<file path="src/rtl/bid_pkg.sv">
// Shared types and constants of the 3x3 binary dilation unit.
`timescale 1ns / 1ps

package bid_pkg;

	// Fixed field widths of the stream and configuration ports.
	localparam int ROW_W       = 12;
	localparam int COL_W       = 10;
	localparam int IN_TDATA_W  = 8;
	localparam int OUT_TDATA_W = 24;
	localparam int CFG_W       = 13;
	localparam int CFG_IDX_W   = 2;
	localparam int WIDTH_REG_W  = 11;
	localparam int HEIGHT_REG_W = 13;

	// Register indexes of the configuration port.
	localparam logic [CFG_IDX_W-1:0] REG_IMAGE_WIDTH  = 2'd0;
	localparam logic [CFG_IDX_W-1:0] REG_IMAGE_HEIGHT = 2'd1;

	// Defaults of the top level parameters and reset values of the registers.
	localparam int DEFAULT_MAX_WIDTH  = 1024;
	localparam int DEFAULT_MAX_HEIGHT = 4096;
	localparam int RESET_WIDTH        = 640;
	localparam int RESET_HEIGHT       = 480;

	// Depth of the job queue between the front and the back part.
	localparam int QUEUE_DEPTH = 4;

	// One classified pixel: an optional interior result for the centre one row and
	// one column back, and an optional border result for the pixel itself.
	typedef struct packed {
		logic             ctr_vld;
		logic             ctr_val;
		logic             brd_vld;
		logic             pix;
		logic [ROW_W-1:0] row;
		logic [COL_W-1:0] col;
	} job_t;

endpackage

</file>
<file path="src/rtl/binary_image_dilation_3x3_unit.sv">
// Top level of the streaming 3x3 binary dilation unit with border pass-through.
//
//  Channel   Direction  Handshake           Content
//  s_*       in         s_tvalid/s_tready   one binary pixel per transfer, raster order
//  m_*       out        m_tvalid/m_tready   one result per transfer, tlast on the last
//  cfg_*     in         cfg_we              image_width (index 0), image_height (index 1)
//
// One pixel is accepted per cycle while the job queue has room. A pixel that causes
// two results holds the output for two transfers, and the four-entry job queue absorbs
// that while the front keeps accepting until the queue is full. The line store is read
// at acceptance and written when stage one moves on, with a bypass for back-to-back
// pixels in the same column. Reset needs no clearing pass: the line store is left
// uncleared, as no result depends on entries from an earlier frame.
`timescale 1ns / 1ps

module binary_image_dilation_3x3_unit #(
	parameter int MAX_WIDTH  = bid_pkg::DEFAULT_MAX_WIDTH,
	parameter int MAX_HEIGHT = bid_pkg::DEFAULT_MAX_HEIGHT
) (
	input  logic                            clk,
	input  logic                            arst_n,
	input  logic                            s_tvalid,
	output logic                            s_tready,
	input  logic [bid_pkg::IN_TDATA_W-1:0]  s_tdata,   // [0] pixel_in, [7:1] zero
	output logic                            m_tvalid,
	input  logic                            m_tready,
	output logic [bid_pkg::OUT_TDATA_W-1:0] m_tdata,   // [11:0] out_row, [21:12] out_col,
	                                                    // [22] out_value, [23] zero
	output logic                            m_tlast,   // last_of_run
	input  logic                            cfg_we,
	input  logic [bid_pkg::CFG_IDX_W-1:0]   cfg_index,
	input  logic [bid_pkg::CFG_W-1:0]       cfg_data
);

	logic          q_full;
	logic          q_push;
	logic          q_pop;
	logic          head_vld;
	bid_pkg::job_t push_job;
	bid_pkg::job_t head_job;

	bid_front #(
		.MAX_WIDTH  (MAX_WIDTH),
		.MAX_HEIGHT (MAX_HEIGHT)
	) u_front (
		.clk       (clk),
		.arst_n    (arst_n),
		.s_tvalid  (s_tvalid),
		.s_tready  (s_tready),
		.s_tdata   (s_tdata),
		.cfg_we    (cfg_we),
		.cfg_index (cfg_index),
		.cfg_data  (cfg_data),
		.q_full    (q_full),
		.q_push    (q_push),
		.q_job     (push_job)
	);

	bid_queue u_queue (
		.clk      (clk),
		.arst_n   (arst_n),
		.push     (q_push),
		.push_job (push_job),
		.full     (q_full),
		.pop      (q_pop),
		.head_vld (head_vld),
		.head_job (head_job)
	);

	bid_back u_back (
		.clk      (clk),
		.arst_n   (arst_n),
		.head_vld (head_vld),
		.head_job (head_job),
		.pop      (q_pop),
		.m_tvalid (m_tvalid),
		.m_tready (m_tready),
		.m_tdata  (m_tdata),
		.m_tlast  (m_tlast)
	);

endmodule

</file>
<file path="src/rtl/bid_front.sv">
// Front part: pixel acceptance, raster counters, line store, window and classification.
`timescale 1ns / 1ps

module bid_front #(
	parameter int MAX_WIDTH  = bid_pkg::DEFAULT_MAX_WIDTH,
	parameter int MAX_HEIGHT = bid_pkg::DEFAULT_MAX_HEIGHT
) (
	input  logic                             clk,
	input  logic                             arst_n,
	input  logic                             s_tvalid,
	output logic                             s_tready,
	input  logic [bid_pkg::IN_TDATA_W-1:0]   s_tdata,
	input  logic                             cfg_we,
	input  logic [bid_pkg::CFG_IDX_W-1:0]    cfg_index,
	input  logic [bid_pkg::CFG_W-1:0]        cfg_data,
	input  logic                             q_full,
	output logic                             q_push,
	output bid_pkg::job_t                    q_job
);

	localparam int CW = $clog2(MAX_WIDTH);
	localparam int RW = $clog2(MAX_HEIGHT);

	// Last index of a dimension after saturation into the range one to the maximum.
	function automatic int unsigned dim_last(int unsigned v, int unsigned maxv);
		int unsigned res;
		if (v == 0) begin
			res = 0;
		end else if (v > maxv) begin
			res = maxv - 1;
		end else begin
			res = v - 1;
		end
		return res;
	endfunction

	logic [CW-1:0] w_last_q;
	logic [RW-1:0] h_last_q;
	logic [CW-1:0] col_q;
	logic [RW-1:0] row_q;
	logic          accept;
	logic          cfg_hit;

	logic          s1_vld_q;
	logic          s1_adv;
	logic          pix_s1;
	logic [CW-1:0] col_s1;
	logic [RW-1:0] row_s1;
	logic [1:0]    rd_s1;
	logic          fwd_s1;
	logic [1:0]    fwd_dat_s1;
	logic [1:0]    up_cur;
	logic [1:0]    or_q;
	logic          col_bit;
	logic          win_bit;
	logic          ctr_vld;
	logic          brd_vld;

	// Line store: bit 0 holds the previous row, bit 1 the row before that.
	logic [1:0]    line_mem [MAX_WIDTH];

	assign cfg_hit  = cfg_we && (cfg_index == bid_pkg::REG_IMAGE_WIDTH ||
	                             cfg_index == bid_pkg::REG_IMAGE_HEIGHT);
	assign s1_adv   = s1_vld_q && !q_full;
	assign s_tready = !s1_vld_q || s1_adv;
	assign accept   = s_tvalid && s_tready;

	// Frame dimensions, held as last column and last row.
	always_ff @(posedge clk or negedge arst_n) begin
		if (!arst_n) begin
			w_last_q <= CW'(dim_last(bid_pkg::RESET_WIDTH, MAX_WIDTH));
			h_last_q <= RW'(dim_last(bid_pkg::RESET_HEIGHT, MAX_HEIGHT));
		end else if (cfg_we) begin
			case (cfg_index)
				bid_pkg::REG_IMAGE_WIDTH: begin
					w_last_q <= CW'(dim_last(int'(cfg_data[bid_pkg::WIDTH_REG_W-1:0]),
					                         MAX_WIDTH));
				end
				bid_pkg::REG_IMAGE_HEIGHT: begin
					h_last_q <= RW'(dim_last(int'(cfg_data[bid_pkg::HEIGHT_REG_W-1:0]),
					                         MAX_HEIGHT));
				end
				default: begin
				end
			endcase
		end
	end

	// Raster position of the next pixel; a register write restarts the frame.
	always_ff @(posedge clk or negedge arst_n) begin
		if (!arst_n) begin
			col_q <= '0;
			row_q <= '0;
		end else if (cfg_hit) begin
			col_q <= '0;
			row_q <= '0;
		end else if (accept) begin
			if (col_q == w_last_q) begin
				col_q <= '0;
				row_q <= (row_q == h_last_q) ? '0 : row_q + RW'(1);
			end else begin
				col_q <= col_q + CW'(1);
			end
		end
	end

	// Stage one control: holds the accepted pixel until the queue takes its job.
	always_ff @(posedge clk or negedge arst_n) begin
		if (!arst_n) begin
			s1_vld_q <= 1'b0;
		end else if (accept) begin
			s1_vld_q <= 1'b1;
		end else if (s1_adv) begin
			s1_vld_q <= 1'b0;
		end
	end

	// Stage one payload, with a bypass when the read hits the column being written.
	always_ff @(posedge clk) begin
		if (accept) begin
			pix_s1     <= s_tdata[0];
			col_s1     <= col_q;
			row_s1     <= row_q;
			fwd_s1     <= s1_adv && (col_s1 == col_q);
			fwd_dat_s1 <= {up_cur[0], pix_s1};
		end
	end

	// Line store read at acceptance and read-modify-write when stage one moves on.
	// Entries left from before reset are only ever read for rows that produce no
	// interior result, so the store needs no clearing.
	always_ff @(posedge clk) begin
		if (s1_adv) begin
			line_mem[col_s1] <= {up_cur[0], pix_s1};
		end
		if (accept) begin
			rd_s1 <= line_mem[col_q];
		end
	end

	assign up_cur = fwd_s1 ? fwd_dat_s1 : rd_s1;

	// The window is kept as the OR of each of the two previous columns.
	assign col_bit = up_cur[1] | up_cur[0] | pix_s1;
	assign win_bit = col_bit | or_q[0] | or_q[1];

	always_ff @(posedge clk or negedge arst_n) begin
		if (!arst_n) begin
			or_q <= '0;
		end else if (cfg_hit) begin
			or_q <= '0;
		end else if (s1_adv) begin
			or_q <= {or_q[0], col_bit};
		end
	end

	// Classification of the pixel in stage one.
	assign ctr_vld = (row_s1 >= RW'(2)) && (col_s1 >= CW'(2));
	assign brd_vld = (row_s1 == '0) || (col_s1 == '0) ||
	                 (row_s1 == h_last_q) || (col_s1 == w_last_q);

	always_comb begin
		q_job.ctr_vld = ctr_vld;
		q_job.ctr_val = win_bit;
		q_job.brd_vld = brd_vld;
		q_job.pix     = pix_s1;
		q_job.row     = bid_pkg::ROW_W'(row_s1);
		q_job.col     = bid_pkg::COL_W'(col_s1);
	end

	assign q_push = s1_adv && (ctr_vld || brd_vld);

	// An accepted pixel always occupies stage one in the following cycle.
	a_accept_fills_s1: assert property (@(posedge clk) disable iff (!arst_n)
		accept |=> s1_vld_q)
		else $error("accepted pixel did not reach stage one");

	// Input back-pressure arises only from a full job queue.
	a_stall_only_on_full: assert property (@(posedge clk) disable iff (!arst_n)
		!s_tready |-> (s1_vld_q && q_full))
		else $error("input stalled without a full queue");

endmodule

</file>
<file path="src/rtl/bid_queue.sv">
// Job queue between the front and the back part.
`timescale 1ns / 1ps

module bid_queue (
	input  logic          clk,
	input  logic          arst_n,
	input  logic          push,
	input  bid_pkg::job_t push_job,
	output logic          full,
	input  logic          pop,
	output logic          head_vld,
	output bid_pkg::job_t head_job
);

	localparam int DEPTH = bid_pkg::QUEUE_DEPTH;
	localparam int PW    = $clog2(DEPTH);
	localparam int NW    = $clog2(DEPTH + 1);

	logic [PW-1:0] wr_ptr_q;
	logic [PW-1:0] rd_ptr_q;
	logic [NW-1:0] count_q;
	bid_pkg::job_t entry_q [DEPTH];

	assign full     = (count_q == NW'(DEPTH));
	assign head_vld = (count_q != '0);
	assign head_job = entry_q[rd_ptr_q];

	// Entry storage.
	always_ff @(posedge clk) begin
		if (push) begin
			entry_q[wr_ptr_q] <= push_job;
		end
	end

	// Pointers and fill level.
	always_ff @(posedge clk or negedge arst_n) begin
		if (!arst_n) begin
			wr_ptr_q <= '0;
			rd_ptr_q <= '0;
			count_q  <= '0;
		end else begin
			if (push) begin
				wr_ptr_q <= wr_ptr_q + PW'(1);
			end
			if (pop) begin
				rd_ptr_q <= rd_ptr_q + PW'(1);
			end
			case ({push, pop})
				2'b10:   count_q <= count_q + NW'(1);
				2'b01:   count_q <= count_q - NW'(1);
				default: count_q <= count_q;
			endcase
		end
	end

	a_no_push_when_full: assert property (@(posedge clk) disable iff (!arst_n)
		push |-> !full)
		else $error("job pushed into a full queue");

	a_no_pop_when_empty: assert property (@(posedge clk) disable iff (!arst_n)
		pop |-> head_vld)
		else $error("job popped from an empty queue");

endmodule

</file>
<file path="src/rtl/bid_back.sv">
// Back part: turns each queued job into one or two result transfers.
`timescale 1ns / 1ps

module bid_back (
	input  logic                            clk,
	input  logic                            arst_n,
	input  logic                            head_vld,
	input  bid_pkg::job_t                   head_job,
	output logic                            pop,
	output logic                            m_tvalid,
	input  logic                            m_tready,
	output logic [bid_pkg::OUT_TDATA_W-1:0] m_tdata,
	output logic                            m_tlast
);

	logic                     phase_q;
	logic                     emit_ctr;
	logic                     xfer;
	logic [bid_pkg::ROW_W-1:0] row_o;
	logic [bid_pkg::COL_W-1:0] col_o;
	logic                     val_o;

	// The interior result goes first; the border result of the same pixel follows.
	assign emit_ctr = head_job.ctr_vld && !phase_q;
	assign row_o    = emit_ctr ? head_job.row - bid_pkg::ROW_W'(1) : head_job.row;
	assign col_o    = emit_ctr ? head_job.col - bid_pkg::COL_W'(1) : head_job.col;
	assign val_o    = emit_ctr ? head_job.ctr_val : head_job.pix;

	assign m_tvalid = head_vld;
	assign m_tlast  = !emit_ctr || !head_job.brd_vld;
	assign m_tdata  = {1'b0, val_o, col_o, row_o};
	assign xfer     = m_tvalid && m_tready;
	assign pop      = xfer && m_tlast;

	// Set after the interior result of a job that still owes its border result.
	always_ff @(posedge clk or negedge arst_n) begin
		if (!arst_n) begin
			phase_q <= 1'b0;
		end else if (xfer) begin
			phase_q <= !m_tlast;
		end
	end

	a_job_has_result: assert property (@(posedge clk) disable iff (!arst_n)
		head_vld |-> (head_job.ctr_vld || head_job.brd_vld))
		else $error("queued job carries no result");

	a_phase_pending_border: assert property (@(posedge clk) disable iff (!arst_n)
		phase_q |-> (head_vld && head_job.ctr_vld && head_job.brd_vld))
		else $error("second result pending without a two-result job");

endmodule

</file>
<file path="config.mk">
export PLATFORM = sky130hd
export DESIGN_NAME = binary_image_dilation_3x3_unit
export DESIGN_NICKNAME = d
export VERILOG_FILES = /design/src/rtl/bid_pkg.sv /design/src/rtl/binary_image_dilation_3x3_unit.sv /design/src/rtl/bid_front.sv /design/src/rtl/bid_queue.sv /design/src/rtl/bid_back.sv
export SDC_FILE = /design/constraint.sdc
export NUM_CORES = 2
export LEC_CHECK = 0
export ABC_AREA = 1
export BUFFER_PORTS_ARGS = -buffer_cell sky130_fd_sc_hd__buf_2
export CAP_MARGIN = 10
export CORE_UTILIZATION = 43
export CTS_CLUSTER_DIAMETER = 60
export DETAILED_ROUTE_END_ITERATION = 6
export GPL_ROUTABILITY_DRIVEN = 0
export PLACE_DENSITY = 0.57
export SYNTH_ARGS = -nofsm -noshare
export SYNTH_HDL_FRONTEND = slang
export SYNTH_SLANG_ARGS = --single-unit
</file>
<file path="constraint.sdc">
create_clock -name clk -period 25.9 [get_ports clk]
set_input_delay 1.295 -clock clk [delete_from_list [all_inputs] [get_ports clk]]
set_output_delay 1.295 -clock clk [all_outputs]
set_load 0.03 [all_outputs]
</file>
==> qor.yml <==
cts:
  cts_made_buffers: 231
  clockRootBuffer: "clkbuf_16"
  holdBufCountCts: 0
  cts.repair.resized: 0
  clockBufferDepth: 3
  cts.clk_slew.worst_paths_ps: 60
  clk_latency_ps: 890
  htree_levels: 4
  cts_tree: "done"
  clock-sinks: 2235
  post_cts_buffers: 0
logic_synthesis:
  synth_top_area_share_pct: 67.30
  syn-cell-area_sq_um: 97280
  synthTopCellsByArea: "edfxtp_1 (67%), nor2_1 (8.9%), nand2_1 (7.0%), o21ai_0 (4.0%), nand3_1 (2.8%)"
  ys.flop_type: "edfxtp_1"
  yosysUniqueCellTypes: 45
  yosysSeqAreaShare_pct: 68.73
  syn_avg_cell_area_sq_um: 10.41
  yosysWarnings: 0
  synthArstFlopShare_pct: 2.461
  synth-seq-cells: 2235
  syn_nets: 9388
  synth-edff-count: 2180
  syn_inst: 9348
  synth_top_area_cell: "edfxtp_1"
sta:
  worst_slew_pin_slew_ps: 1255
  rsz0062_at_grt: "false"
  slew_violations: 0
  period_needed_ps: 5642
  final.period_utilization_pct: 21.78
  skew_ps: 38.78
  setup_viol: 0
  hold_viol: 0
  tns_ps: 0
  timing.fmax_ghz: 0.1772
  setup_ws_ps: 20260
  relSlewSlack_pct: 16.35
floorplan:
  die-width_microns: 477.6
  die_h_microns: 477.6
  start_util_pct: 43.25
  rows: 174
  io_pins: 55
  core_sq_um: 224900
  dieArea_sq_um: 228100
power_and_ir_drop:
  p_total_w: 0.01112
  ir_worst_vdd_v: 0.00008177
  p_per_area_nw_per_um2: 103.9
  leakage_nw: 37.36
cells_and_area:
  post-route-util_pct: 47.61
  syn_to_final_growth_pct: 10.07
  layout.nets: 9157
  fin_area_sq_um: 107100
  drive_gt1_share_pct: 6.367
global_routing:
  grt-ovfl-total: 0
  antenna_found_initial: 13
  grt_pass1_wl_microns: 416500
  grt_max_degree: 232
  track_usage_pct: 24.49
  first_global_vias: 65975
detailed_routing:
  firstDrtPassIters: 7
  drt-initial-drc-count: 7855
  vias_per_cell: 5.486
  final_antenna_net_count: 0
  vias: 67516
  finalWirelength_microns: 282100
  route.detailed.drc: 44
  wl_per_cell_microns: 22.92
outcome:
  violations: "design-rule violations"
  status: "complete, but fails checks"
worst_setup_path:
  crit_type: "reg2reg"
  cp-end-kind: "flip-flop"
  path_max_fanout: 126
  critPathRequiredTime_ps: 26510
  worstPathArrival_ps: 6260
  cp-start-kind: "flip-flop"
  rrSetupSlack_ps: 20260
place:
  hpwlAfterDp_microns: 142900
  port_buffers: 46
  dpl-instance-area_sq_um: 99870
  pre_cts_slack_ps: 20280
flow_run:
  max-cap-violations: 0
hold_path:
  hp-class: "reg2reg"
==> flip-flops by register name, indices dropped and copies added, names as in the netlist <==
register / count
u_back.phase_q: 1
u_front.col_q: 10
u_front.col_s1: 10
u_front.fwd_dat_s1: 2
u_front.fwd_s1: 1
u_front.h_last_q: 12
u_front.line_mem: 2048
u_front.or_q: 2
u_front.pix_s1: 1
u_front.rd_s1: 2
u_front.row_q: 12
u_front.row_s1: 12
u_front.s1_vld_q: 1
u_front.w_last_q: 10
u_queue.count_q: 3
u_queue.entry_q: 104
u_queue.rd_ptr_q: 2
u_queue.wr_ptr_q: 2
==> worst paths after layout <==
kind / startpoint / end / depth (start not counted)
min in group asynchronous: arst_n / u_queue.rd_ptr_q[1] / 2
max in group asynchronous: arst_n / u_front.col_q[1] / 2
setup reg to reg: u_front.col_q[0] / u_front.rd_s1[0] / 17
hold reg to reg: u_queue.count_q[0] / u_queue.count_q[0] / 1
setup / recovery: u_front.col_q[0] / u_front.rd_s1[0] / 17
hold / removal: u_queue.count_q[0] / u_queue.count_q[0] / 1
==> power breakdown <==
part,internal (W),total [W],switching [W],leakage [nW]
combinational,0.000911,0.00357,0.00266,13.6
sequential,0.00430,0.00438,0.0000843,20.3
clock,0.00177,0.00317,0.00140,3.48
total,0.00698,0.0111,0.00414,37.4
==> critical path, stage by stage, from the launching register on <==
cell and delay (ps):
dfrtp_4 670, inv_8 640, buf_4 790, buf_4 700, buf_4 810, nand2_1 100
nand3_1 100, o21ai_0 120, nand2_1 90, nand2_1 70, a21oi_1 140, nand2_1 100
nand3_1 210, nand2_1 240, nand2_1 110, nand3_1 80, nand3_1 90, nand2_1 130
==> placed cells by master, fill, tap and decap left out, types with 35 or more instances in the layout <==
master,count
buf_2,46
o22ai_1,54
o211ai_1,134
nor2_1,2293
edfxtp_1,2180
nand2_1,1782
inv_1,482
o21ai_0,774
a21oi_1,129
clkinv_2,38
clkbuf_1,66
clkbuf_16,235
buf_4,134
dfrtp_1,35
clkinv_1,63
nand3_1,541
==> synthesized netlist by cell type, types with 27 or more instances <==
| cell type | number |
|---|---|
| a21oi_1 | 129 |
| buf_1 | 91 |
| buf_2 | 193 |
| buf_4 | 37 |
| clkbuf_1 | 324 |
| dfrtp_1 | 39 |
| edfxtp_1 | 2180 |
| inv_1 | 487 |
| nand2_1 | 1803 |
| nand3_1 | 550 |
| nor2_1 | 2301 |
| nor3_1 | 27 |
| o211ai_1 | 134 |
| o21ai_0 | 774 |
| o22ai_1 | 54 |
| xor2_1 | 33 |
==> stage by stage <==
step	cells	hold slack (ps)
after floorplan	9348	419.6
after global placement	11873	461.7
after detailed placement	11874	463.3
after CTS	12303	475.1
after global routing	12305	507.1
final	12306	469.5
==> per-layer routing <==
metal / track usage, % / vias to the layer above / part of all wire, %
li1: - / 31099 / -
met1: 33.21 / 33379 / 42
met2: 40.38 / 2583 / 47
met3: 3.509 / 451 / 7.9
met4: 8.257 / 4 / 3.4
met5: 0 / - / 0.0078
==> cell families (layout without fill, tap and decap cells) <==
group | Yosys count | count (layout) | share of synthesized area (%)
AO/OA/AOI/OAI | 1141 | 1141 | 6.398
XOR/XNOR | 59 | 59 | 0.5312
adder cells (fa/ha/maj) | 12 | 12 | 0.1621
buffers and inverters | 1156 | 1121 | 4.929
flip-flops | 2235 | 2235 | 68.73
multiplexers | 4 | 4 | 0.04116
other | 1 | 2 | 0.003855
AND/OR/NAND/NOR | 4740 | 4740 | 19.20
==> final cells by class <==
cell class	instances	area (sq um)
diodes	1	2.502
clock buffers	302	6142
clock inverters	127	1007
fillers	20715	117800
inverters	501	1911
multi-input cells	5957	25940
flip-flops and latches	2235	66870
well taps	2992	3744
repair buffers	191	1454
Note: power is estimated with default switching activity, not from simulation.
